--- src/rtl/tis_pkg.sv ---
package tis_pkg;

  localparam int unsigned ACC_BITS_DEFAULT = 64;
  localparam int unsigned ACC_BITS_MIN     = 8;
  localparam int unsigned ACC_BITS_MAX     = 64;

  localparam int unsigned CHAR_W    = 8;
  localparam int unsigned STATUS_W  = 2;
  localparam int unsigned VALUE_W   = 64;
  localparam int unsigned COUNT_W   = 16;
  localparam int unsigned WLEFT_W   = 9;
  localparam int unsigned DIGIT_W   = 6;
  localparam int unsigned RADIX_W   = 5;
  localparam int unsigned CFG_IDX_W  = 2;
  localparam int unsigned CFG_DATA_W = 8;

  localparam int unsigned QUEUE_AW    = 1;
  localparam int unsigned QUEUE_DEPTH = 2 ** QUEUE_AW;

  // bit 8 of the width counter marks an unlimited field
  localparam logic [WLEFT_W-1:0] NO_LIMIT = 9'h100;

  typedef enum logic [CFG_IDX_W-1:0] {
    CFG_BASE_MODE    = 2'd0,
    CFG_FIELD_LIMIT  = 2'd1,
    CFG_RESULT_SIGN  = 2'd2,
    CFG_RESULT_WSEL  = 2'd3
  } tis_cfg_idx_e;

  typedef enum logic [1:0] {
    BASE_DEC = 2'd0,
    BASE_HEX = 2'd1,
    BASE_OCT = 2'd2,
    BASE_BIN = 2'd3
  } tis_base_e;

  typedef enum logic [1:0] {
    WSEL_8  = 2'd0,
    WSEL_16 = 2'd1,
    WSEL_32 = 2'd2,
    WSEL_64 = 2'd3
  } tis_wsel_e;

  typedef enum logic [STATUS_W-1:0] {
    ST_BUSY  = 2'd0,
    ST_OK    = 2'd1,
    ST_NODIG = 2'd2,
    ST_FAIL  = 2'd3
  } tis_status_e;

  typedef enum logic [2:0] {
    PH_SPACE  = 3'd0,
    PH_SIGN   = 3'd1,
    PH_PREFIX = 3'd2,
    PH_ZERO   = 3'd3,
    PH_DIGITS = 3'd4
  } tis_phase_e;

  typedef struct packed {
    tis_base_e             base;
    logic [CHAR_W-1:0]     field_limit;
    logic                  res_signed;
    tis_wsel_e             wsel;
  } tis_cfg_t;

  // character after classification; all flags but eoi are low on end of input
  typedef struct packed {
    logic                  eoi;
    logic                  is_space;
    logic                  is_plus;
    logic                  is_minus;
    logic                  is_zero;
    logic                  is_x;
    logic                  is_b;
    logic                  dig_valid;
    logic [DIGIT_W-1:0]    dig;
  } tis_item_t;

  typedef struct packed {
    tis_status_e           status;
    logic [VALUE_W-1:0]    value;
    logic                  char_taken;
    logic [COUNT_W-1:0]    chars_count;
  } tis_result_t;

endpackage

--- src/rtl/tis_in_if.sv ---
interface tis_in_if;
  import tis_pkg::*;

  logic              valid;
  logic              ready;
  logic [CHAR_W-1:0] char_code;
  logic              end_of_input;

  modport source (output valid, output char_code, output end_of_input, input ready);
  modport sink   (input valid, input char_code, input end_of_input, output ready);
endinterface

--- src/rtl/tis_out_if.sv ---
interface tis_out_if;
  import tis_pkg::*;

  logic                valid;
  logic                ready;
  logic [STATUS_W-1:0] status;
  logic [VALUE_W-1:0]  value;
  logic                char_taken;
  logic [COUNT_W-1:0]  chars_count;

  modport source (output valid, output status, output value, output char_taken,
                  output chars_count, input ready);
  modport sink   (input valid, input status, input value, input char_taken,
                  input chars_count, output ready);
endinterface

--- src/rtl/tis_front.sv ---
module tis_front (
  input  logic                     clk_i,
  input  logic                     rst_ni,
  input  logic                     in_valid_i,
  output logic                     in_ready_o,
  input  logic [tis_pkg::CHAR_W-1:0] char_code_i,
  input  logic                     end_of_input_i,
  input  logic                     q_full_i,
  output logic                     q_push_o,
  output tis_pkg::tis_item_t       q_item_o
);
  import tis_pkg::*;

  logic      valid_q, valid_d;
  tis_item_t item_q, item_d;
  logic      accept;

  function automatic tis_item_t classify(input logic [CHAR_W-1:0] c, input logic eoi);
    tis_item_t it;
    logic      live;
    it       = '0;
    live     = !eoi;
    it.eoi   = eoi;
    it.is_space = live && (c == 8'h20 || c == 8'h0c || c == 8'h0a ||
                           c == 8'h0d || c == 8'h09 || c == 8'h0b);
    it.is_plus  = live && (c == 8'h2b);
    it.is_minus = live && (c == 8'h2d);
    it.is_zero  = live && (c == 8'h30);
    it.is_x     = live && (c == 8'h78 || c == 8'h58);
    it.is_b     = live && (c == 8'h62 || c == 8'h42);
    if (live && c >= 8'h30 && c <= 8'h39) begin
      it.dig_valid = 1'b1;
      it.dig       = DIGIT_W'(c - 8'h30);
    end else if (live && c >= 8'h61 && c <= 8'h7a) begin
      it.dig_valid = 1'b1;
      it.dig       = DIGIT_W'(c - 8'h57);
    end else if (live && c >= 8'h41 && c <= 8'h5a) begin
      it.dig_valid = 1'b1;
      it.dig       = DIGIT_W'(c - 8'h37);
    end
    return it;
  endfunction

  assign q_push_o   = valid_q && !q_full_i;
  assign in_ready_o = !valid_q || !q_full_i;
  assign accept     = in_valid_i && in_ready_o;
  assign q_item_o   = item_q;

  always_comb begin
    valid_d = valid_q;
    item_d  = item_q;
    if (accept) begin
      valid_d = 1'b1;
      item_d  = classify(char_code_i, end_of_input_i);
    end else if (q_push_o) begin
      valid_d = 1'b0;
    end
  end

  always_ff @(posedge clk_i or negedge rst_ni) begin
    if (!rst_ni) begin
      valid_q <= 1'b0;
    end else begin
      valid_q <= valid_d;
    end
  end

  always_ff @(posedge clk_i) begin
    item_q <= item_d;
  end
endmodule

--- src/rtl/tis_queue.sv ---
module tis_queue (
  input  logic               clk_i,
  input  logic               rst_ni,
  input  logic               push_i,
  input  tis_pkg::tis_item_t item_i,
  output logic               full_o,
  input  logic               pop_i,
  output logic               valid_o,
  output tis_pkg::tis_item_t item_o
);
  import tis_pkg::*;

  tis_item_t               mem_q [QUEUE_DEPTH];
  logic [QUEUE_AW-1:0]     wr_ptr_q, wr_ptr_d;
  logic [QUEUE_AW-1:0]     rd_ptr_q, rd_ptr_d;
  logic [QUEUE_AW:0]       count_q, count_d;

  assign full_o  = (count_q == (QUEUE_AW+1)'(QUEUE_DEPTH));
  assign valid_o = (count_q != '0);
  assign item_o  = mem_q[rd_ptr_q];

  always_comb begin
    wr_ptr_d = wr_ptr_q;
    rd_ptr_d = rd_ptr_q;
    count_d  = count_q;
    if (push_i) begin
      wr_ptr_d = wr_ptr_q + 1'b1;
    end
    if (pop_i) begin
      rd_ptr_d = rd_ptr_q + 1'b1;
    end
    if (push_i && !pop_i) begin
      count_d = count_q + 1'b1;
    end else if (pop_i && !push_i) begin
      count_d = count_q - 1'b1;
    end
  end

  always_ff @(posedge clk_i or negedge rst_ni) begin
    if (!rst_ni) begin
      wr_ptr_q <= '0;
      rd_ptr_q <= '0;
      count_q  <= '0;
    end else begin
      wr_ptr_q <= wr_ptr_d;
      rd_ptr_q <= rd_ptr_d;
      count_q  <= count_d;
    end
  end

  always_ff @(posedge clk_i) begin
    if (push_i) begin
      mem_q[wr_ptr_q] <= item_i;
    end
  end
endmodule

--- src/rtl/tis_back.sv ---
module tis_back #(
  parameter int unsigned ACC_BITS = tis_pkg::ACC_BITS_DEFAULT
) (
  input  logic                 clk_i,
  input  logic                 rst_ni,
  input  tis_pkg::tis_cfg_t    cfg_i,
  input  logic                 q_valid_i,
  input  tis_pkg::tis_item_t   q_item_i,
  output logic                 q_pop_o,
  output logic                 out_valid_o,
  input  logic                 out_ready_i,
  output tis_pkg::tis_result_t out_res_o
);
  import tis_pkg::*;

  tis_phase_e           phase_q, phase_d;
  logic [ACC_BITS-1:0]  acc_q, acc_d;
  logic [ACC_BITS-1:0]  nacc_q, nacc_d;   // tracks the two's complement of acc
  logic                 neg_q, neg_d;
  logic [WLEFT_W-1:0]   wl_q, wl_d;
  logic                 seen_q, seen_d;
  logic [COUNT_W-1:0]   cnt_q, cnt_d;

  logic                 out_valid_q;
  tis_result_t          res_q, res_d;
  logic                 load;

  logic [ACC_BITS-1:0]  acc_scaled, nacc_scaled, acc_step, nacc_step, dig_ext;
  logic [RADIX_W-1:0]   rdx;
  logic                 is_hex, is_bin, dig_ok;

  function automatic logic [COUNT_W-1:0] sat_inc(input logic [COUNT_W-1:0] n);
    return (n == '1) ? n : n + 1'b1;
  endfunction

  function automatic logic [WLEFT_W-1:0] use_width(input logic [WLEFT_W-1:0] w);
    return (!w[WLEFT_W-1] && w != '0) ? w - 1'b1 : w;
  endfunction

  function automatic logic width_gone(input logic [WLEFT_W-1:0] w);
    return !w[WLEFT_W-1] && (w == '0);
  endfunction

  // multiply by the radix with shifts and adds
  function automatic logic [ACC_BITS-1:0] scale(input logic [ACC_BITS-1:0] a,
                                                input tis_base_e b);
    logic [ACC_BITS-1:0] r;
    unique case (b)
      BASE_DEC: r = (a << 3) + (a << 1);
      BASE_HEX: r = a << 4;
      BASE_OCT: r = a << 3;
      BASE_BIN: r = a << 1;
      default:  r = a;
    endcase
    return r;
  endfunction

  always_comb begin
    unique case (cfg_i.base)
      BASE_DEC: rdx = 5'd10;
      BASE_HEX: rdx = 5'd16;
      BASE_OCT: rdx = 5'd8;
      BASE_BIN: rdx = 5'd2;
      default:  rdx = 5'd10;
    endcase
  end

  assign is_hex      = (cfg_i.base == BASE_HEX);
  assign is_bin      = (cfg_i.base == BASE_BIN);
  assign dig_ok      = q_item_i.dig_valid && (q_item_i.dig < {1'b0, rdx});
  assign dig_ext     = ACC_BITS'(q_item_i.dig);
  assign acc_scaled  = scale(acc_q, cfg_i.base);
  assign nacc_scaled = scale(nacc_q, cfg_i.base);
  assign acc_step    = acc_scaled + dig_ext;
  assign nacc_step   = nacc_scaled - dig_ext;

  // conversion step for the item at the head of the queue
  always_comb begin
    tis_item_t           it;
    logic                busy;
    logic [VALUE_W-1:0]  raw;
    logic                sgn;
    logic [VALUE_W-1:0]  ext;

    it      = q_item_i;
    busy    = 1'b1;
    phase_d = phase_q;
    acc_d   = acc_q;
    nacc_d  = nacc_q;
    neg_d   = neg_q;
    wl_d    = wl_q;
    seen_d  = seen_q;
    cnt_d   = cnt_q;
    res_d.status     = ST_BUSY;
    res_d.char_taken = 1'b0;
    res_d.value      = '0;

    if (phase_d == PH_SPACE) begin
      if (it.eoi) begin
        res_d.status = ST_FAIL;
        busy = 1'b0;
      end else if (it.is_space) begin
        cnt_d = sat_inc(cnt_d);
        res_d.char_taken = 1'b1;
        busy = 1'b0;
      end else begin
        wl_d = (cfg_i.field_limit != '0) ? {1'b0, cfg_i.field_limit} : NO_LIMIT;
        phase_d = PH_SIGN;
      end
    end

    if (busy && phase_d == PH_SIGN) begin
      if (it.eoi) begin
        res_d.status = ST_FAIL;
        busy = 1'b0;
      end else if (it.is_plus || it.is_minus) begin
        neg_d = it.is_minus;
        cnt_d = sat_inc(cnt_d);
        wl_d  = use_width(wl_d);
        res_d.char_taken = 1'b1;
        busy = 1'b0;
      end
      // the sign alone used up the field
      if (!it.eoi && (it.is_plus || it.is_minus) && width_gone(wl_d)) begin
        res_d.status = ST_FAIL;
      end else if (!it.eoi) begin
        phase_d = ((is_hex || is_bin) && (wl_d[WLEFT_W-1] || wl_d >= WLEFT_W'(3)))
                  ? PH_PREFIX : PH_DIGITS;
      end
    end

    if (busy && phase_d == PH_PREFIX) begin
      if (it.eoi) begin
        res_d.status = ST_FAIL;
        busy = 1'b0;
      end else if (it.is_zero) begin
        cnt_d  = sat_inc(cnt_d);
        wl_d   = use_width(wl_d);
        res_d.char_taken = 1'b1;
        busy   = 1'b0;
        acc_d  = '0;
        nacc_d = '0;
        seen_d = 1'b1;
        phase_d = PH_ZERO;
      end else begin
        phase_d = PH_DIGITS;
      end
    end

    if (busy && phase_d == PH_ZERO) begin
      phase_d = PH_DIGITS;
      if ((is_hex && it.is_x) || (is_bin && it.is_b)) begin
        cnt_d  = sat_inc(cnt_d);
        wl_d   = use_width(wl_d);
        res_d.char_taken = 1'b1;
        busy   = 1'b0;
        seen_d = 1'b0;
        acc_d  = '0;
        nacc_d = '0;
      end
    end

    if (busy && phase_d == PH_DIGITS) begin
      if (dig_ok) begin
        acc_d  = acc_step;
        nacc_d = nacc_step;
        seen_d = 1'b1;
        cnt_d  = sat_inc(cnt_d);
        wl_d   = use_width(wl_d);
        res_d.char_taken = 1'b1;
        if (width_gone(wl_d)) begin
          res_d.status = ST_OK;
        end
      end else begin
        res_d.status = seen_d ? ST_OK : ST_NODIG;
      end
    end

    raw = neg_d ? VALUE_W'(nacc_d) : VALUE_W'(acc_d);
    unique case (cfg_i.wsel)
      WSEL_8: begin
        sgn = cfg_i.res_signed && raw[7];
        ext = {{(VALUE_W-8){sgn}}, raw[7:0]};
      end
      WSEL_16: begin
        sgn = cfg_i.res_signed && raw[15];
        ext = {{(VALUE_W-16){sgn}}, raw[15:0]};
      end
      WSEL_32: begin
        sgn = cfg_i.res_signed && raw[31];
        ext = {{(VALUE_W-32){sgn}}, raw[31:0]};
      end
      default: begin
        sgn = 1'b0;
        ext = raw;
      end
    endcase
    if (res_d.status == ST_OK) begin
      res_d.value = ext;
    end
    res_d.chars_count = cnt_d;

    // a finished conversion starts the next one from scratch
    if (res_d.status != ST_BUSY) begin
      phase_d = PH_SPACE;
      acc_d   = '0;
      nacc_d  = '0;
      neg_d   = 1'b0;
      wl_d    = '0;
      seen_d  = 1'b0;
      cnt_d   = '0;
    end
  end

  // handshake: advance when the output register is free or being drained
  always_comb begin
    load    = !out_valid_q || out_ready_i;
    q_pop_o = q_valid_i && load;
  end

  assign out_valid_o = out_valid_q;
  assign out_res_o   = res_q;

  always_ff @(posedge clk_i or negedge rst_ni) begin
    if (!rst_ni) begin
      phase_q     <= PH_SPACE;
      acc_q       <= '0;
      nacc_q      <= '0;
      neg_q       <= 1'b0;
      wl_q        <= '0;
      seen_q      <= 1'b0;
      cnt_q       <= '0;
      out_valid_q <= 1'b0;
    end else begin
      if (load) begin
        out_valid_q <= q_valid_i;
      end
      if (q_pop_o) begin
        phase_q <= phase_d;
        acc_q   <= acc_d;
        nacc_q  <= nacc_d;
        neg_q   <= neg_d;
        wl_q    <= wl_d;
        seen_q  <= seen_d;
        cnt_q   <= cnt_d;
      end
    end
  end

  always_ff @(posedge clk_i) begin
    if (q_pop_o) begin
      res_q <= res_d;
    end
  end
endmodule

--- src/rtl/text_integer_scanner.sv ---
// channel | direction | beat payload
// --------+-----------+----------------------------------------------
// in_i    | sink      | char_code[7:0], end_of_input
// out_o   | source    | status[1:0], value[63:0], char_taken, chars_count[15:0]
// cfg     | write     | cfg_we_i, cfg_idx_i[1:0], cfg_data_i[7:0]
//
// One character per cycle sustained while out_o is not stalled; a result passes the front
// register, the two-entry queue and the result register after its character is accepted.
// The digit accumulate (shift-and-add by the radix) sets the per-cycle work.
// rst_ni clears the conversion state, the queue and restores register defaults.
// A stalled output fills the queue, then drops in_i.ready; each side stalls alone.
module text_integer_scanner #(
  parameter int unsigned ACC_BITS = tis_pkg::ACC_BITS_DEFAULT
) (
  input  logic                           clk_i,
  input  logic                           rst_ni,
  tis_in_if.sink                         in_i,
  tis_out_if.source                      out_o,
  input  logic                           cfg_we_i,
  input  logic [tis_pkg::CFG_IDX_W-1:0]  cfg_idx_i,
  input  logic [tis_pkg::CFG_DATA_W-1:0] cfg_data_i
);
  import tis_pkg::*;

  tis_cfg_t    cfg_q, cfg_d;
  logic        q_full, q_push, q_valid, q_pop;
  tis_item_t   push_item, head_item;
  tis_result_t res;

  always_comb begin
    cfg_d = cfg_q;
    if (cfg_we_i) begin
      unique case (tis_cfg_idx_e'(cfg_idx_i))
        CFG_BASE_MODE:   cfg_d.base        = tis_base_e'(cfg_data_i[1:0]);
        CFG_FIELD_LIMIT: cfg_d.field_limit = cfg_data_i;
        CFG_RESULT_SIGN: cfg_d.res_signed  = cfg_data_i[0];
        CFG_RESULT_WSEL: cfg_d.wsel        = tis_wsel_e'(cfg_data_i[1:0]);
        default:         cfg_d = cfg_q;
      endcase
    end
  end

  always_ff @(posedge clk_i or negedge rst_ni) begin
    if (!rst_ni) begin
      cfg_q.base        <= BASE_DEC;
      cfg_q.field_limit <= '0;
      cfg_q.res_signed  <= 1'b1;
      cfg_q.wsel        <= WSEL_32;
    end else begin
      cfg_q <= cfg_d;
    end
  end

  tis_front u_front (
    .clk_i          (clk_i),
    .rst_ni         (rst_ni),
    .in_valid_i     (in_i.valid),
    .in_ready_o     (in_i.ready),
    .char_code_i    (in_i.char_code),
    .end_of_input_i (in_i.end_of_input),
    .q_full_i       (q_full),
    .q_push_o       (q_push),
    .q_item_o       (push_item)
  );

  tis_queue u_queue (
    .clk_i   (clk_i),
    .rst_ni  (rst_ni),
    .push_i  (q_push),
    .item_i  (push_item),
    .full_o  (q_full),
    .pop_i   (q_pop),
    .valid_o (q_valid),
    .item_o  (head_item)
  );

  tis_back #(
    .ACC_BITS (ACC_BITS)
  ) u_back (
    .clk_i       (clk_i),
    .rst_ni      (rst_ni),
    .cfg_i       (cfg_q),
    .q_valid_i   (q_valid),
    .q_item_i    (head_item),
    .q_pop_o     (q_pop),
    .out_valid_o (out_o.valid),
    .out_ready_i (out_o.ready),
    .out_res_o   (res)
  );

  assign out_o.status      = res.status;
  assign out_o.value       = res.value;
  assign out_o.char_taken  = res.char_taken;
  assign out_o.chars_count = res.chars_count;
endmodule

--- src/flat_wrapper.sv ---
// flat-port wrapper written by rule: the top's interface ports become plain ports
module text_integer_scanner_flat import tis_pkg::*;
#(
  parameter int unsigned ACC_BITS = tis_pkg::ACC_BITS_DEFAULT
)
  (clk_i, rst_ni, cfg_we_i, cfg_idx_i, cfg_data_i, in_i_valid, in_i_char_code, in_i_end_of_input, in_i_ready, out_o_valid, out_o_status, out_o_value, out_o_char_taken, out_o_chars_count, out_o_ready);
  tis_in_if in_i_i ();
  tis_out_if out_o_i ();
  input  logic clk_i;
  input  logic rst_ni;
  input  logic cfg_we_i;
  input  logic [tis_pkg::CFG_IDX_W-1:0] cfg_idx_i;
  input  logic [tis_pkg::CFG_DATA_W-1:0] cfg_data_i;
  input wire logic [$bits(in_i_i.valid)-1:0] in_i_valid;
  input wire logic [$bits(in_i_i.char_code)-1:0] in_i_char_code;
  input wire logic [$bits(in_i_i.end_of_input)-1:0] in_i_end_of_input;
  output wire logic [$bits(in_i_i.ready)-1:0] in_i_ready;
  output wire logic [$bits(out_o_i.valid)-1:0] out_o_valid;
  output wire logic [$bits(out_o_i.status)-1:0] out_o_status;
  output wire logic [$bits(out_o_i.value)-1:0] out_o_value;
  output wire logic [$bits(out_o_i.char_taken)-1:0] out_o_char_taken;
  output wire logic [$bits(out_o_i.chars_count)-1:0] out_o_chars_count;
  input wire logic [$bits(out_o_i.ready)-1:0] out_o_ready;
  assign in_i_i.valid = in_i_valid;
  assign in_i_i.char_code = in_i_char_code;
  assign in_i_i.end_of_input = in_i_end_of_input;
  assign in_i_ready = in_i_i.ready;
  assign out_o_valid = out_o_i.valid;
  assign out_o_status = out_o_i.status;
  assign out_o_value = out_o_i.value;
  assign out_o_char_taken = out_o_i.char_taken;
  assign out_o_chars_count = out_o_i.chars_count;
  assign out_o_i.ready = out_o_ready;
  text_integer_scanner #(.ACC_BITS(ACC_BITS)) u_core (.clk_i(clk_i), .rst_ni(rst_ni), .in_i(in_i_i), .out_o(out_o_i), .cfg_we_i(cfg_we_i), .cfg_idx_i(cfg_idx_i), .cfg_data_i(cfg_data_i));
endmodule
--- config.mk ---
export PLATFORM = sky130hd
export DESIGN_NAME = text_integer_scanner_flat
export DESIGN_NICKNAME = d
export VERILOG_FILES = /design/src/rtl/tis_pkg.sv /design/src/rtl/tis_in_if.sv /design/src/rtl/tis_out_if.sv /design/src/rtl/tis_front.sv /design/src/rtl/tis_queue.sv /design/src/rtl/tis_back.sv /design/src/rtl/text_integer_scanner.sv /design/src/flat_wrapper.sv
export SDC_FILE = /design/constraint.sdc
export NUM_CORES = 2
export LEC_CHECK = 0
export BUFFER_PORTS_ARGS = -buffer_cell sky130_fd_sc_hd__buf_4
export CORE_MARGIN = 2
export CORE_UTILIZATION = 30
export CTS_CLUSTER_DIAMETER = 30
export DETAILED_ROUTE_END_ITERATION = 6
export GPL_TIMING_DRIVEN = 1
export PLACE_DENSITY_LB_ADDON = 0.12
export SLEW_MARGIN = 10
export SYNTH_ARGS = -nofsm -noshare
export SYNTH_HDL_FRONTEND = slang
export SYNTH_HIERARCHICAL = 1
export SYNTH_SLANG_ARGS = --single-unit
export TNS_END_PERCENT = 1
--- constraint.sdc ---
create_clock -name clk_i -period 25.4 [get_ports clk_i]
set_input_delay 2.54 -clock clk_i [delete_from_list [all_inputs] [get_ports clk_i]]
set_output_delay 2.54 -clock clk_i [all_outputs]
set_load 0.05 [all_outputs]
==> results.sh <==
export IMPL_path_clk_slew_ns=0.04
export IMPL_first_pass_iters=7
export IMPL_grt_first_pass_wirelength_um=194000
export IMPL_htree_levels=3
export IMPL_ys_flop_type="dfrtp_1"
export IMPL_io_buffers=108
export IMPL_crit_required_ns=25.86
export IMPL_ir_drop_mv=0.118
export IMPL_syn_inst=4084
export IMPL_nets=4241
export IMPL_first_iter_violations=3140
export IMPL_hpwl_um=90300
export IMPL_ant_nets=0
export IMPL_drive_gt1_share_pct=10.9
export IMPL_tightest_slew_ns=1.21
export IMPL_fp_dieW_um=333
export IMPL_synth_warnings=6
export IMPL_antenna_found_initial=0
export IMPL_ioPinCount=109
export IMPL_insertedDiodeCount=0
export IMPL_cp_slowest_cell="dfrtp_1"
export IMPL_syn_nets=4269
export IMPL_vias_per_cell=5.92
export IMPL_row_count=120
export IMPL_critPathArrivalTime_ns=11.70
export IMPL_ys_async_sr_fraction_pct=58.6
export IMPL_avgRoutedWirePerCell_um=22.6
export IMPL_hp_class="reg2reg"
export IMPL_cts_buffer_depth=3
export IMPL_post_cts_repair_setup_buffers=0
export IMPL_drv_cap=0
export IMPL_seqCellArea_mm2=0.00819
export IMPL_tns_ns=0
export IMPL_dieArea_mm2=0.111
export IMPL_placed_cells=5371
export IMPL_crit_type="reg2reg"
export IMPL_die_h_um=333
export IMPL_clock_insertion_delay_worst_skew_ns=0.63
export IMPL_period_share_pct=44.3
export IMPL_fp_coreArea_mm2=0.107
export IMPL_cts_hold_buf=0
export IMPL_end_kind="flop"
export IMPL_synth_seq_cells=302
export IMPL_start_kind="flop"
export IMPL_ff2ff_path_depth=32
export IMPL_maxSlewViolCount=0
export IMPL_grt_pass1_vias=31300
export IMPL_cts_sinks=302
export IMPL_synth_edf_count=125
export IMPL_stdcell_count=5532
export IMPL_layout_area_overhead_vs_synth_pct=15.2
export IMPL_syn_cell_area_mm2=0.0325
export IMPL_r2r_setup_slack_ns=14.16
export IMPL_gr_total_overflow=0
export IMPL_rsz0062_at_grt="false"
export IMPL_grt_util_all_layers_pct=21.8
export IMPL_ctsResizeCount=0
export IMPL_floorplan_initialDensity_pct=30.3
export IMPL_nFillCells=11400
export IMPL_status="finished clean"
export IMPL_fmax_ghz=0.0890
export IMPL_mostFrequentLayoutCells="510 x nand2_1, 267 x a21oi_1, 246 x nor2_1"
export IMPL_gp_congestion=0.865
export IMPL_num_vias=32800
export IMPL_multi_input_area_mm2=0.0229
export IMPL_power_leakage_nw=15.0
export IMPL_wirelength_um=125000
export IMPL_setup_viol=0
export IMPL_drc=0
export IMPL_ys_seq_area_share_pct=25.2
export IMPL_crit_fanout=57
export IMPL_grt_start_max_net_pins=104
export IMPL_cts_root_buf="clkbuf_16"
export IMPL_whs_path_depth=0
export IMPL_finalHoldViolations=0
export IMPL_yosysUniqueCellTypes=126
export IMPL_tritoncts="yes"
export IMPL_layout_min_cycle_time_ns=11.24
export IMPL_power_density_mw_per_mm2=102
export IMPL_final_common_cell="nand2_1"
export IMPL_syn_avg_cell_area_um2=7.96
export IMPL_numCtsBuffers=86
export IMPL_fin_skew_ns=0.0447
export IMPL_slew_headroom_pct=19.5
export IMPL_slowest_delay_ns=0.82
[worst max-delay path: cells and delay by family, from the launching register on]
kind	cells	cell delay, ns
and+or+nand+nor	5	1.74
xor gates and xnor gates	3	0.73
buffers and inverters	6	1.71
adders and majority gates	4	1.00
DFF	1	0.82
muxes	3	1.28
AOI/OAI and AO/OA	11	3.72
[final timing paths]
kind                                            startpoint                          to
worst max-delay path               u_core/u_queue/rd_ptr_q    u_core/u_back/nacc_q[21]
worst min-delay path            u_core/u_front/q_item_o[3]  u_core/u_queue/mem_q[1][3]
worst max register to register     u_core/u_queue/rd_ptr_q    u_core/u_back/nacc_q[21]
worst min register to register  u_core/u_front/q_item_o[3]  u_core/u_queue/mem_q[1][3]
max in group asynchronous                           rst_ni    u_core/u_back/nacc_q[20]
min in group asynchronous                           rst_ni             u_core/cfg_q[5]
[sequential cells by signal, summed over array words and instances (netlist names)]
signal / cells
u_core/cfg_q: 13
u_core/u_back/acc_q: 64
u_core/u_back/cnt_q: 16
u_core/u_back/nacc_q: 64
u_core/u_back/neg_q: 1
u_core/u_back/out_res_o: 83
u_core/u_back/out_valid_o: 1
u_core/u_back/phase_q: 3
u_core/u_back/seen_q: 1
u_core/u_back/wl_q: 9
u_core/u_front/q_item_o: 14
u_core/u_front/valid_q: 1
u_core/u_queue/count_q: 2
u_core/u_queue/mem_q: 28
u_core/u_queue/rd_ptr_q: 1
u_core/u_queue/wr_ptr_q: 1
[cells in the mapped netlist (all sizes together), types with 66 or more instances]
master,number,share of area [%]
nand2,513,5.9
a21oi,269,4.2
o21ai,254,3.9
nor2,249,2.9
clkbuf,196,2.3
dfrtp,175,13
nand3,169,2.6
ha,157,6.0
xnor2,154,4.2
edfxtp,125,12
a21o,123,2.8
a222oi,109,3.4
inv,99,1.1
nor3,96,1.6
o31ai,95,2.2
xor2,85,2.3
buf,73,1.2
a31oi,72,1.4
nand4,71,1.4
o211ai,71,1.7
and3,66,1.3
[where the power goes]
| group | internal [mW] | switching [mW] | leakage, nW |
|---|---|---|---|
| Sequential | 0.634 | 0.107 | 3.66 |
| Combinational | 0.574 | 1.37 | 9.89 |
| Clock | 0.787 | 0.330 | 1.46 |
| Total | 1.99 | 1.81 | 15.0 |
[per-layer routing]
layer | vias to the layer above | wire [um] | track usage, %
met5 | - | 0 | 0
met2 | 898 | 55200 | 33.8
met1 | 16000 | 61000 | 32.0
met4 | 0 | 3020 | 5.70
li1 | 15700 | - | -
met3 | 152 | 5840 | 2.35
[metrics by stage]
step | utilization [%] | instance area (um^2) | setup slack, ns | power, mW | hold WS [ns]
floorplan | - | 32500 | 16.88 | 2.08 | 0.421
CTS | 34.9 | 37400 | 14.32 | 3.82 | 0.425
global placement | 32.1 | 34400 | 14.53 | 2.69 | 0.429
global route | 34.9 | 37400 | 13.32 | 4.03 | 0.433
finish | 34.9 | 37400 | 14.16 | 3.80 | 0.421
detailed placement | 32.1 | 34400 | 14.37 | 2.68 | 0.436
[final cells by class]
type,instances,share of cell area [%]
inverters,100,1.02
clock buffers,113,6.49
clock inverters,48,1.57
repair buffers,153,3.12
well taps,1403,4.69
multi-input cells,3413,61.3
flip-flops and latches,302,21.9
[kinds of logic (layout without fill, tap and decap cells)]
logic type                 count (synthesis)  in the layout  share of synthesized area (%)
DFF                                      302            302                           25.2
and+or+nand+nor                         1520           1520                           23.4
buffers and inverters                    369            414                           4.63
AOI/OAI and AO/OA                       1402           1402                           30.8
muxes                                     88             88                           3.03
xor gates and xnor gates                 242            242                           6.67
adders and majority gates                161            161                           6.29
(Power assumes the default switching activity.)
